## config.mk

```make
export PLATFORM = sky130hd
export DESIGN_NAME = encoder_straight_move_controller_unit
export DESIGN_NICKNAME = d
export VERILOG_FILES = /design/src/design/esmc_pkg.sv /design/src/design/encoder_straight_move_controller_unit.sv /design/src/design/esmc_ctrl.sv /design/src/design/esmc_dp.sv
export SDC_FILE = /design/constraint.sdc
export NUM_CORES = 2
export LEC_CHECK = 0
export ABC_AREA = 0
export BUFFER_PORTS_ARGS = -buffer_cell sky130_fd_sc_hd__buf_2
export CAP_MARGIN = 20
export CORE_UTILIZATION = 48
export CTS_CLUSTER_SIZE = 24
export DETAILED_ROUTE_END_ITERATION = 12
export GPL_TIMING_DRIVEN = 0
export PLACE_DENSITY = 0.66
export REMOVE_ABC_BUFFERS = 1
export SETUP_SLACK_MARGIN = 0.3
export SLEW_MARGIN = 20
export SYNTH_ARGS = -nofsm -noshare
export SYNTH_HDL_FRONTEND = slang
export SYNTH_SLANG_ARGS = --single-unit
```

## constraint.sdc

```tcl
create_clock -name clk -period 12.55 [get_ports clk]
set_input_delay 1.255 -clock clk [delete_from_list [all_inputs] [get_ports clk]]
set_output_delay 1.255 -clock clk [all_outputs]
set_load 0.02 [all_outputs]
```

## src/design/esmc_pkg.sv

```systemverilog
// Shared types, codes and constants of the straight move controller.
package esmc_pkg;

  localparam int CFG_W = 18;
  localparam int CFG_IDX_W = 3;

  localparam logic [1:0] OP_START  = 2'd0;
  localparam logic [1:0] OP_CANCEL = 2'd1;
  localparam logic [1:0] OP_TICK   = 2'd2;

  localparam logic [2:0] PH_IDLE    = 3'd0;
  localparam logic [2:0] PH_RUN     = 3'd1;
  localparam logic [2:0] PH_DONE    = 3'd2;
  localparam logic [2:0] PH_TIMEOUT = 3'd3;
  localparam logic [2:0] PH_ABORT   = 3'd4;

  localparam logic [2:0] REG_TARGET  = 3'd0;
  localparam logic [2:0] REG_TOTAL   = 3'd1;
  localparam logic [2:0] REG_CRUISE  = 3'd2;
  localparam logic [2:0] REG_MIN     = 3'd3;
  localparam logic [2:0] REG_DECEL   = 3'd4;
  localparam logic [2:0] REG_TOL     = 3'd5;
  localparam logic [2:0] REG_STALL   = 3'd6;
  localparam logic [2:0] REG_GAIN    = 3'd7;

  localparam int MIN_TARGET = 359;
  localparam int MAX_TARGET = 35920;
  localparam int UPDATE_MS = 20;
  localparam int PROGRESS_STEP2 = 8;
  localparam int MAX_CORR = 1792;
  localparam int DIV_STEPS = 32;

  typedef struct packed {
    logic [1:0]         op;
    logic [31:0]        now_ms;
    logic signed [31:0] left_count;
    logic signed [31:0] right_count;
    logic               auto_mode;
    logic               debug_on;
  } in_item_t;

  typedef struct packed {
    logic [2:0]         move_state;
    logic               accepted;
    logic               enter_auto;
    logic               stop_robot;
    logic               speed_valid;
    logic signed [15:0] left_speed;
    logic signed [15:0] right_speed;
  } out_item_t;

  typedef struct packed {
    logic       load_item;
    logic       calc;
    logic       eval;
    logic       start_move;
    logic       upd_time;
    logic       upd_prog;
    logic       ramp_calc;
    logic       div_load;
    logic       div_step;
    logic       spd_calc;
    logic       load_out;
    logic [2:0] move_state;
    logic       accepted;
    logic       enter_auto;
    logic       stop_robot;
    logic       speed_valid;
  } cmd_t;

  typedef struct packed {
    logic [1:0] op;
    logic       auto_mode;
    logic       debug_on;
    logic       target_ok;
    logic       tick_due;
    logic       total_over;
    logic       done_hit;
    logic       progress_made;
    logic       stall_over;
    logic       div_done;
    logic       out_free;
  } stat_t;

endpackage

```

## src/design/encoder_straight_move_controller_unit.sv

```systemverilog
// Top level of the encoder straight move controller.
// A start request arms a straight move over the programmed distance in encoder
// counts, a cancel request aborts a running move, and tick requests run the
// control law at most once per 20 ms, each request giving exactly one result.
// Start, cancel, ignored and finishing ticks pass the calc, eval and decide
// states on their way to the result register; a tick that produces wheel speeds
// also passes the ramp, divider load, divider and speed states, with the
// 32-step restoring divider forming the deceleration ramp. The result register
// is loaded only once it is free: empty, or its result being taken.
// One request is worked on at a time; a new request is taken as soon as the
// previous one has reached the output register, even if that result is still
// stalled. Configuration writes are always ready and should only be issued
// while the block is idle.
module encoder_straight_move_controller_unit #(
  parameter int COUNT_WIDTH = 32,
  parameter int TIME_WIDTH  = 32
) (
  input  logic                           clk,
  input  logic                           rst,
  input  logic                           in_valid,
  output logic                           in_stall,
  input  esmc_pkg::in_item_t             in_data,
  output logic                           out_valid,
  input  logic                           out_stall,
  output esmc_pkg::out_item_t            out_data,
  input  logic                           cfg_valid,
  output logic                           cfg_ready,
  input  logic [esmc_pkg::CFG_IDX_W-1:0] cfg_index,
  input  logic [esmc_pkg::CFG_W-1:0]     cfg_data
);
  import esmc_pkg::*;

  cmd_t  cmd;
  stat_t st;

  // Register writes never wait.
  assign cfg_ready = 1'b1;

  // The sequencer owns the move phase and walks each request through the datapath.
  esmc_ctrl u_ctrl (
    .clk      (clk),
    .rst      (rst),
    .in_valid (in_valid),
    .in_stall (in_stall),
    .st       (st),
    .cmd      (cmd)
  );

  // The datapath holds the registers, the progress arithmetic, the divider and
  // the output register.
  esmc_dp #(
    .COUNT_WIDTH (COUNT_WIDTH),
    .TIME_WIDTH  (TIME_WIDTH)
  ) u_dp (
    .clk       (clk),
    .rst       (rst),
    .cfg_valid (cfg_valid),
    .cfg_index (cfg_index),
    .cfg_data  (cfg_data),
    .in_data   (in_data),
    .out_valid (out_valid),
    .out_stall (out_stall),
    .out_data  (out_data),
    .cmd       (cmd),
    .st        (st)
  );

endmodule

```

## src/design/esmc_ctrl.sv

```systemverilog
// Sequencer of the straight move controller: move phase and item flow.
module esmc_ctrl (
  input  logic           clk,
  input  logic           rst,
  input  logic           in_valid,
  output logic           in_stall,
  input  esmc_pkg::stat_t st,
  output esmc_pkg::cmd_t  cmd
);
  import esmc_pkg::*;

  localparam logic [3:0] S_IDLE  = 4'd0;
  localparam logic [3:0] S_CALC  = 4'd1;
  localparam logic [3:0] S_EVAL  = 4'd2;
  localparam logic [3:0] S_DEC   = 4'd3;
  localparam logic [3:0] S_RAMP  = 4'd4;
  localparam logic [3:0] S_DLOAD = 4'd5;
  localparam logic [3:0] S_DIV   = 4'd6;
  localparam logic [3:0] S_SPD   = 4'd7;
  localparam logic [3:0] S_WB    = 4'd8;

  logic [3:0] state, state_next;
  logic [2:0] phase, phase_next;
  logic       res_acc, res_acc_next;
  logic       res_stop, res_stop_next;
  logic       res_sv, res_sv_next;

  always_ff @(posedge clk) begin
    if (rst) begin
      state    <= S_IDLE;
      phase    <= PH_IDLE;
      res_acc  <= 1'b0;
      res_stop <= 1'b0;
      res_sv   <= 1'b0;
    end else begin
      state    <= state_next;
      phase    <= phase_next;
      res_acc  <= res_acc_next;
      res_stop <= res_stop_next;
      res_sv   <= res_sv_next;
    end
  end

  assign in_stall = (state != S_IDLE);

  always_comb begin
    state_next    = state;
    phase_next    = phase;
    res_acc_next  = res_acc;
    res_stop_next = res_stop;
    res_sv_next   = res_sv;
    cmd           = '0;
    cmd.move_state  = phase;
    cmd.accepted    = res_acc;
    cmd.enter_auto  = res_acc;
    cmd.stop_robot  = res_stop;
    cmd.speed_valid = res_sv;
    case (state)
      S_IDLE: begin
        if (in_valid) begin
          cmd.load_item = 1'b1;
          state_next    = S_CALC;
        end
      end
      S_CALC: begin
        cmd.calc   = 1'b1;
        state_next = S_EVAL;
      end
      S_EVAL: begin
        cmd.eval   = 1'b1;
        state_next = S_DEC;
      end
      S_DEC: begin
        res_acc_next  = 1'b0;
        res_stop_next = 1'b0;
        res_sv_next   = 1'b0;
        state_next    = S_WB;
        if (st.op == OP_START) begin
          if (phase != PH_RUN && !st.debug_on && st.target_ok) begin
            cmd.start_move = 1'b1;
            phase_next     = PH_RUN;
            res_acc_next   = 1'b1;
          end
        end else if (st.op == OP_CANCEL) begin
          if (phase == PH_RUN) begin
            phase_next    = PH_ABORT;
            res_stop_next = st.auto_mode;
          end
        end else if (st.op == OP_TICK && phase == PH_RUN) begin
          if (!st.auto_mode || st.debug_on) begin
            phase_next = PH_ABORT;
          end else if (st.tick_due) begin
            cmd.upd_time = 1'b1;
            if (st.total_over) begin
              phase_next    = PH_TIMEOUT;
              res_stop_next = 1'b1;
            end else if (st.done_hit) begin
              phase_next    = PH_DONE;
              res_stop_next = 1'b1;
            end else if (st.progress_made) begin
              cmd.upd_prog = 1'b1;
              state_next   = S_RAMP;
            end else if (st.stall_over) begin
              phase_next    = PH_TIMEOUT;
              res_stop_next = 1'b1;
            end else begin
              state_next = S_RAMP;
            end
          end
        end
      end
      S_RAMP: begin
        cmd.ramp_calc = 1'b1;
        state_next    = S_DLOAD;
      end
      S_DLOAD: begin
        cmd.div_load = 1'b1;
        state_next   = S_DIV;
      end
      S_DIV: begin
        if (st.div_done) begin
          state_next = S_SPD;
        end else begin
          cmd.div_step = 1'b1;
        end
      end
      S_SPD: begin
        cmd.spd_calc = 1'b1;
        res_sv_next  = 1'b1;
        state_next   = S_WB;
      end
      S_WB: begin
        if (st.out_free) begin
          cmd.load_out = 1'b1;
          state_next   = S_IDLE;
        end
      end
      default: begin
        state_next = S_IDLE;
      end
    endcase
  end

endmodule

```

## src/design/esmc_dp.sv

```systemverilog
// Datapath of the straight move controller: registers, progress math, divider, speeds.
module esmc_dp #(
  parameter int COUNT_WIDTH = 32,
  parameter int TIME_WIDTH  = 32
) (
  input  logic                              clk,
  input  logic                              rst,
  input  logic                              cfg_valid,
  input  logic [esmc_pkg::CFG_IDX_W-1:0]    cfg_index,
  input  logic [esmc_pkg::CFG_W-1:0]        cfg_data,
  input  esmc_pkg::in_item_t                in_data,
  output logic                              out_valid,
  input  logic                              out_stall,
  output esmc_pkg::out_item_t               out_data,
  input  esmc_pkg::cmd_t                    cmd,
  output esmc_pkg::stat_t                   st
);
  import esmc_pkg::*;

  localparam int CW = COUNT_WIDTH;
  localparam int TW = TIME_WIDTH;
  localparam int PW = CW + 3;
  localparam int AW = (CW + 2 > 21) ? CW + 2 : 21;
  localparam int XW = (TW > 18) ? TW : 18;

  // Configuration registers.
  logic signed [16:0] r_target;
  logic [17:0]        r_total;
  logic [13:0]        r_cruise, r_min;
  logic [15:0]        r_decel, r_tol, r_stall, r_gain;

  always_ff @(posedge clk) begin
    if (rst) begin
      r_target <= 17'sd7184;
      r_total  <= 18'd28684;
      r_cruise <= 14'd8960;
      r_min    <= 14'd2304;
      r_decel  <= 16'd1293;
      r_tol    <= 16'd29;
      r_stall  <= 16'd3000;
      r_gain   <= 16'd1638;
    end else if (cfg_valid) begin
      case (cfg_index)
        REG_TARGET: r_target <= cfg_data[16:0];
        REG_TOTAL:  r_total  <= cfg_data;
        REG_CRUISE: r_cruise <= cfg_data[13:0];
        REG_MIN:    r_min    <= cfg_data[13:0];
        REG_DECEL:  r_decel  <= cfg_data[15:0];
        REG_TOL:    r_tol    <= cfg_data[15:0];
        REG_STALL:  r_stall  <= cfg_data[15:0];
        REG_GAIN:   r_gain   <= cfg_data[15:0];
        default: begin
        end
      endcase
    end
  end

  // Item register.
  logic [1:0]    it_op;
  logic [TW-1:0] it_now;
  logic [CW-1:0] it_lc, it_rc;
  logic          it_auto, it_debug;

  always_ff @(posedge clk) begin
    if (cmd.load_item) begin
      it_op    <= in_data.op;
      it_now   <= in_data.now_ms[TW-1:0];
      it_lc    <= in_data.left_count[CW-1:0];
      it_rc    <= in_data.right_count[CW-1:0];
      it_auto  <= in_data.auto_mode;
      it_debug <= in_data.debug_on;
    end
  end

  // Move state.
  logic [CW-1:0]        left_base, right_base;
  logic signed [CW+1:0] best;
  logic [TW-1:0]        start_time, progress_time, update_time;
  logic signed [CW+1:0] psum, ldiff;

  always_ff @(posedge clk) begin
    if (rst) begin
      left_base     <= '0;
      right_base    <= '0;
      best          <= '0;
      start_time    <= '0;
      progress_time <= '0;
      update_time   <= '0;
    end else begin
      if (cmd.start_move) begin
        left_base     <= it_lc;
        right_base    <= it_rc;
        best          <= '0;
        start_time    <= it_now;
        progress_time <= it_now;
        update_time   <= it_now;
      end
      if (cmd.upd_time) begin
        update_time <= it_now;
      end
      if (cmd.upd_prog) begin
        best          <= psum;
        progress_time <= it_now;
      end
    end
  end

  logic signed [17:0] target_w;
  logic [16:0]        abs_t;
  logic               dir_neg;
  assign target_w = {r_target[16], r_target};
  assign dir_neg  = r_target[16];
  assign abs_t    = dir_neg ? 17'(-target_w) : 17'(target_w);

  // First stage: signed progress per wheel and elapsed times.
  logic [CW-1:0]      dl, dr;
  logic signed [CW:0] dl_s, dr_s, lp, rp;
  logic [TW-1:0]      dt_upd, dt_start, dt_prog;
  assign dl   = it_lc - left_base;
  assign dr   = it_rc - right_base;
  assign dl_s = {dl[CW-1], dl};
  assign dr_s = {dr[CW-1], dr};

  always_ff @(posedge clk) begin
    if (cmd.calc) begin
      lp       <= dir_neg ? -dl_s : dl_s;
      rp       <= dir_neg ? -dr_s : dr_s;
      dt_upd   <= it_now - update_time;
      dt_start <= it_now - start_time;
      dt_prog  <= it_now - progress_time;
    end
  end

  // Second stage: progress sum, doubled remaining distance, wheel difference.
  logic signed [PW-1:0] rem2;
  logic signed [PW-1:0] two_abs;
  assign two_abs = PW'({abs_t, 1'b0});

  always_ff @(posedge clk) begin
    if (cmd.eval) begin
      psum  <= {lp[CW], lp} + {rp[CW], rp};
      ldiff <= {lp[CW], lp} - {rp[CW], rp};
      rem2  <= two_abs - {lp[CW], lp[CW], lp} - {rp[CW], rp[CW], rp};
    end
  end

  logic signed [PW-1:0] two_tol, two_decel, psum_w, best_w;
  assign two_tol   = PW'({r_tol, 1'b0});
  assign two_decel = PW'({r_decel, 1'b0});
  assign psum_w    = {psum[CW+1], psum};
  assign best_w    = {best[CW+1], best};

  // Ramp numerator and correction product.
  logic              ramp_on, num_neg, corr_neg;
  logic [13:0]       span;
  logic [30:0]       num_mag;
  logic [CW+1:0]     ld_abs_n;
  logic [AW-1:0]     ld_abs;
  logic [20:0]       dmag;
  logic [36:0]       corr_prod;
  assign span     = (r_min > r_cruise) ? (r_min - r_cruise) : (r_cruise - r_min);
  assign ld_abs_n = ldiff[CW+1] ? (CW+2)'(-ldiff) : (CW+2)'(ldiff);
  assign ld_abs   = AW'(ld_abs_n);
  assign dmag     = (ld_abs >= AW'(21'h100000)) ? 21'h100000 : ld_abs[20:0];

  always_ff @(posedge clk) begin
    if (cmd.ramp_calc) begin
      ramp_on   <= (r_decel != 16'd0) && (rem2 < two_decel);
      num_neg   <= r_min > r_cruise;
      num_mag   <= 31'(span) * 31'(rem2[16:0]);
      corr_neg  <= ldiff[CW+1];
      corr_prod <= 37'(r_gain) * 37'(dmag);
    end
  end

  // Restoring divider: (num + decel) / (2 * decel), one quotient bit a cycle.
  logic [31:0] dvd;
  logic [16:0] rmd;
  logic [16:0] dsr;
  logic [17:0] shifted;
  logic [5:0]  div_cnt;
  assign dsr     = {r_decel, 1'b0};
  assign shifted = {rmd, dvd[31]};

  always_ff @(posedge clk) begin
    if (rst) begin
      div_cnt <= '0;
    end else if (cmd.div_load) begin
      div_cnt <= 6'(DIV_STEPS);
    end else if (cmd.div_step) begin
      div_cnt <= div_cnt - 6'd1;
    end
  end

  always_ff @(posedge clk) begin
    if (cmd.div_load) begin
      dvd <= 32'(num_mag) + 32'(r_decel);
      rmd <= '0;
    end else if (cmd.div_step) begin
      if (shifted >= {1'b0, dsr}) begin
        rmd <= 17'(shifted - {1'b0, dsr});
        dvd <= {dvd[30:0], 1'b1};
      end else begin
        rmd <= shifted[16:0];
        dvd <= {dvd[30:0], 1'b0};
      end
    end
  end

  // Speeds.
  logic signed [17:0] q_s, base;
  logic [36:0]        cm_full;
  logic [10:0]        cm;
  logic signed [18:0] corr, l_raw, r_raw;
  logic signed [19:0] l_dir, r_dir;
  logic signed [15:0] lsp, rsp;

  assign q_s     = num_neg ? -$signed({2'b00, dvd[15:0]}) : $signed({2'b00, dvd[15:0]});
  assign base    = ramp_on ? ($signed({4'b0000, r_min}) + q_s) : $signed({4'b0000, r_cruise});
  assign cm_full = (corr_prod + 37'd128) >> 8;
  assign cm      = (cm_full > 37'(MAX_CORR)) ? 11'(MAX_CORR) : cm_full[10:0];
  assign corr    = corr_neg ? -$signed({8'd0, cm}) : $signed({8'd0, cm});
  assign l_raw   = {base[17], base} - corr;
  assign r_raw   = {base[17], base} + corr;
  assign l_dir   = dir_neg ? -{l_raw[18], l_raw} : {l_raw[18], l_raw};
  assign r_dir   = dir_neg ? -{r_raw[18], r_raw} : {r_raw[18], r_raw};

  function automatic logic signed [15:0] sat16(input logic signed [19:0] v);
    logic signed [15:0] r;
    if (v > 20'sd32767) begin
      r = 16'sh7fff;
    end else if (v < -20'sd32768) begin
      r = 16'sh8000;
    end else begin
      r = v[15:0];
    end
    return r;
  endfunction

  always_ff @(posedge clk) begin
    if (cmd.spd_calc) begin
      lsp <= sat16(l_dir);
      rsp <= sat16(r_dir);
    end
  end

  // Output register.
  always_ff @(posedge clk) begin
    if (rst) begin
      out_valid <= 1'b0;
    end else if (cmd.load_out) begin
      out_valid <= 1'b1;
    end else if (!out_stall) begin
      out_valid <= 1'b0;
    end
  end

  always_ff @(posedge clk) begin
    if (cmd.load_out) begin
      out_data.move_state  <= cmd.move_state;
      out_data.accepted    <= cmd.accepted;
      out_data.enter_auto  <= cmd.enter_auto;
      out_data.stop_robot  <= cmd.stop_robot;
      out_data.speed_valid <= cmd.speed_valid;
      out_data.left_speed  <= cmd.speed_valid ? lsp : 16'sd0;
      out_data.right_speed <= cmd.speed_valid ? rsp : 16'sd0;
    end
  end

  assign st.op            = it_op;
  assign st.auto_mode     = it_auto;
  assign st.debug_on      = it_debug;
  assign st.target_ok     = (abs_t >= 17'(MIN_TARGET)) && (abs_t <= 17'(MAX_TARGET));
  assign st.tick_due      = dt_upd >= TW'(UPDATE_MS);
  assign st.total_over    = XW'(dt_start) > XW'(r_total);
  assign st.done_hit      = rem2 <= two_tol;
  assign st.progress_made = psum_w >= best_w + PW'(PROGRESS_STEP2);
  assign st.stall_over    = dt_prog > TW'(r_stall);
  assign st.div_done      = div_cnt == 6'd0;
  assign st.out_free      = !out_valid || !out_stall;

endmodule

```

* After elaboration in Yosys (flattened, before gate mapping)
Index checks and enable logic that the tools add are counted.
Word-level totals: register bits after elaboration 893, logic and storage cells 241, output and inout bits 42, input port bits 126
Cells by class: multiply operators 2, magnitude comparators 16, multiplexer cells 84, equal/unequal tests 26, $add $sub $neg 27, reductions and logical operators 35
Operators by type and width (number):
- 32-bit two-way mux | 5
- 32-bit subtractor | 5
- 34-bit two-way mux | 3
- 33-bit two-way mux | 2
- 32-bit negator with 33-bit output | 2
- 4-bit two-way mux | 12
- 20-bit by 16-bit > comparator with 1-bit output (second input constant) | 2
- 20-bit by 16-bit less-than comparator with 1-bit output (second input constant) | 2
- 20-bit two-way mux | 2
- 20-bit negator | 2
- 37-bit by 8-bit adder with 37-bit output (second input constant) | 1
- 16-bit by 21-bit multiplier with 37-bit output | 1
- 18-bit two-way mux | 2
- 3-bit two-way mux | 12
- 4-bit case mux with 9 select lines | 1
- 34-bit by 5-bit adder with 35-bit output (second input constant) | 1
- 34-bit by 35-bit greater-or-equal comparator with 1-bit output | 1
- 35-bit by 18-bit <= comparator with 1-bit output | 1
- 35-bit by 18-bit less-than comparator with 1-bit output | 1
- 34-bit by 33-bit subtractor with 35-bit output | 1
- 33-bit by 33-bit adder with 34-bit output | 1
- 34-bit by 21-bit greater-or-equal comparator with 1-bit output (second input constant) | 1
- 17-bit two-way mux | 2
- 34-bit negator | 1
- 60 further kinds | 126

* Depth between registers and ports, before layout
depth in word-level cells 13, mapped depth 42, gate-level depth less buffers 42

* Modules after synthesis
From an unflattened synthesis, not the netlist that was laid out.
Unflattened totals: cells, all modules 8214, area, all modules 75085.8 sq um
By module, submodules not included:
- esmc_dp | sequential area each 22791.9 sq um, cells an instance 8124, area an instance 74341.3 sq um, instances 1
- esmc_ctrl | sequential area each 200.2 sq um, cells an instance 88, area an instance 733.2 sq um, instances 1
- encoder_straight_move_controller_unit | sequential area each 0.0 sq um, cells an instance 2, area an instance 11.3 sq um, instances 1

* Worst setup path before layout
OpenSTA, ideal clock, no wires.
kind flip-flop to flip-flop, start point register u_ctrl.state[3], end point register u_dp.dt_prog[0], enable pin, library setup time 0.875 ns, path buffers 1, stages on the path, launching flop included 3, clock period less this slack 12.217 ns, path slack 0.333 ns, data arrival time 11.342 ns, required time 11.675 ns, path through dfxtp_1 > clkbuf_1 > nor3_1
On the way: word-level cells in the longest chain between the ends 2
RTL lines:
- start: declaration | RTL line esmc_ctrl.sv:22 | logic [3:0] state, state_next;
- start signal: assignment | RTL line esmc_ctrl.sv:36 | state <= state_next;
- 4-bit by 1-bit == test with 1-bit output | RTL line esmc_ctrl.sv:58 | case (state)
- 1-bit two-way mux | RTL line esmc_ctrl.sv:58
- end signal: assignment | RTL line esmc_dp.sv:130 | dt_prog <= it_now - progress_time;
- end: declaration | RTL line esmc_dp.sv:118 | logic [TW-1:0] dt_upd, dt_start, dt_prog;
Every way passes these cells. A chain may end at the register's enable or synchronous reset.

* Final worst setup path
start point register u_dp.r_min[0], end point register u_dp.num_mag[30] (data pin)
On the way: word-level cells in the longest chain between the ends 3, elaborated cells on any way between the ends 5, classes of those cells add/sub (2); mul (1); order compare (1); mux (1)
RTL lines:
- start: declaration | RTL line esmc_dp.sv:29 | logic [13:0] r_cruise, r_min;
- start signal: assignment | RTL line esmc_dp.sv:47 | REG_MIN: r_min <= cfg_data[13:0];
- 14-bit subtractor / 14-bit > comparator (equally long branches) | RTL line esmc_dp.sv:161 | assign span = (r_min > r_cruise) ? (r_min - r_cruise) : (r_cruise - r_min);
- 14-bit two-way mux * | RTL line esmc_dp.sv:161
- 14-bit by 17-bit multiplier with 31-bit output * | RTL line esmc_dp.sv:170 | num_mag <= 31'(span) * 31'(rem2[16:0]);
- end signal: assignment | RTL line esmc_dp.sv:170
- end: declaration | RTL line esmc_dp.sv:156 | logic [30:0] num_mag;
Mark *: on every way between the ends. The rest lies on a longest branch, timed or not.

==> results_dict.tcl <==
set metrics [dict create \
    clk_path_buf_depth 3 \
    cp_slowest_cell "a2111oi_0" \
    netlist_top_cells_area "edfxtp_1, fa_1, ha_1, dfxtp_1, nand2_1" \
    hpwlAfterDp_um 139000 \
    routed-wl-met3_um 10300 \
    vias 55900 \
    power_density_nw_per_um2 152 \
    end_kind "flip-flop" \
    cts_resized 0 \
    nets 9528 \
    power_leakage_uw 0.0336 \
    avgViaCountPerCell 5.41 \
    cts_tree "yes" \
    ctsHtreeMaxLevel 3 \
    grt_pass1_wl_um 289000 \
    cp_max_fo 16 \
    syn_area_um2 73700 \
    numPortBuffers 166 \
    worstMarginPinSlew_ns 1.15 \
    period_needed_ns 11.22 \
    grt_max_degree 126 \
    synth.most_common_cell "nand2_1" \
    synthArstFlopShare 0 \
    drt_pass1_iterations 6 \
    die_h_um 394 \
    synth_cell_type_count 105 \
    routedLengthMet1_um 80900 \
    cts_setup_buffers 0 \
    root_buffer "clkbuf_16" \
    numCtsBuffers 100 \
    startpoint_type "flip-flop" \
    dr.max_layer_used "met5" \
    final_util 0.529 \
    ys_ff_latch 883 \
    gr-total-overflow 0 \
    vdd_drop_max_v 0.000320 \
    status "completed" \
    p_total_uw 12300 \
    clk_pin_slew_ns 0.06 \
    synth_top_cell_area_share 0.215 \
    finalClockSkew_ns 0.0661 \
    first_global_vias 55200 \
    crit_path_max_incr_delay_ns 0.70 \
    criticalPathCategory "reg -> reg" \
    slew_headroom 0.232 \
    route.met2.wl_um 83500 \
    drc 0 \
    yosys_warnings 0 \
    ios 168 \
    fmax_ghz 0.0891 \
    hold_path_depth 0 \
    min_path_type "reg -> reg" \
    antenna_found_initial 10 \
    drt_iter0_drc 3299 \
    setup-violations-final 0 \
    cp.required_ns 13.06 \
    synth_flop_cell "edfxtp_1" \
    placedCellCount 10100 \
    hold_buffers 0 \
    insertion_delay_ns 0.73 \
    period_share 0.894 \
    report.final.slew_viol_count 0 \
    crit_top_cell "a21o_1" \
    drive_gt1_frac 0.0661 \
    synth_edf_count 528 \
    stdcell_area_um2 80400 \
    rsz0062_at_grt "false" \
    synth_seq_area_share 0.312 \
    dieArea_um2 155000 \
    clock-sinks 883 \
    initial_core_util 0.484 \
    layoutNonFillerInstCount 10300 \
    crit_arrival_ns 11.74 \
    routed_wl_um 180000 \
    syn_area_per_cell_um2 9.02 \
    worstRegToRegCells 39 \
    yosys.area.top_type "edfxtp_1" \
    grt_util_all_layers 0.230 \
    coreArea_um2 152000 \
    max_cap_violations 0 \
    ys_top_cells_by_count "nand2_1, inv_1, ha_1" \
    wl_per_cell_um 17.4 \
    dieWidth_um 394 \
    area_growth_pct 9.15 \
    holdWs_ns 0.440 \
    synthCells 8169 \
    ant_nets 0 \
    finalHoldViolCount 0 \
    gp_congestion 0.943 \
    dpl_cell_area_um2 77000 \
    num_rows 143 \
]
[kinds of logic (layout without fill, tap and decap cells)]
kind of cell,count (synthesis),in the layout,synth area share
adders and majority gates,1184,1184,0.249
xor gates and xnor gates,556,556,0.0666
other,1,6,0.0000509
muxes,42,42,0.00588
AOI/OAI and AO/OA,1579,1579,0.133
buffers and inverters,1301,1435,0.0670
DFF,883,883,0.312
and+or+nand+nor,2623,2623,0.166
[power by group]
part	total [uW]	internal, uW	switching [uW]
clock network	2950	1690	1260
logic	5610	2360	3250
registers	3700	3520	184
total	12300	7570	4690
[worst max-delay path, delay by kind of cell, from the launching register on]
| family | cells | cell delay (ns) |
|---|---|---|
| AND/OR/NAND/NOR | 3 | 0.57 |
| buffers and inverters | 6 | 0.54 |
| AO/OA/AOI/OAI | 19 | 4.83 |
| XOR/XNOR | 2 | 0.72 |
| flip-flops | 1 | 0.35 |
| adder cells (fa/ha/maj) | 9 | 3.96 |
[worst paths after layout]
| kind | from | endpoint | slack [ns] |
|---|---|---|---|
| hold reg to reg | u_ctrl.res_stop | u_dp.out_data[33] | 0.44 |
| hold / removal | u_ctrl.res_stop | u_dp.out_data[33] | 0.44 |
| setup reg to reg | u_dp.r_min[0] | u_dp.num_mag[30] | 1.33 |
| setup / recovery | u_dp.r_min[0] | u_dp.num_mag[30] | 1.33 |
[routing by layer]
metal	track usage	vias to the layer above
li1	-	27500
met1	0.309	26800
met2	0.384	1334
met3	0.0327	285
met4	0.0731	2
met5	0	-
[area by class of cell]
class,instances,area [um2]
inverter,1005,3770
clock buffer,136,2810
sequential,883,23000
fill,14000,71700
multi-input combinational,5985,46000
antenna,5,12.5
clock inverter,51,532
tap,2030,2540
timing repair buffer,243,1750
[placed cells by master, fill, tap and decap left out, types with 144 or more instances in the layout]
cell	netlist	final
nor2_1	358	333
o21ai_0	299	299
edfxtp_1	528	528
nand2_1	1258	1255
a21o_1	158	158
dfxtp_1	355	350
nand3_1	155	155
buf_2	7	165
xor2_1	200	198
nor2b_1	144	144
xnor2_1	353	343
fa_1	471	471
inv_1	1002	1000
and2_1	204	202
ha_1	713	713
a21oi_1	619	618
[metrics by stage]
step,setup WS [ns],TNS (ns)
2_1_floorplan,0.362,0
3_3_place_gp,-3.88,-842.92
3_5_place_dp,1.47,0
4_1_cts,1.41,0
5_1_grt,0.497,0
6_report,1.33,0
[flip-flops by register name (all words and copies together) (netlist names), 33 cells and up]
register / count
u_dp.ldiff: 34
u_dp.rem2: 35
u_dp.psum: 33
u_dp.out_data: 38
u_dp.rp: 33
u_dp.lp: 33
u_dp.best: 34
Note: power is estimated with default switching activity, not from simulation.
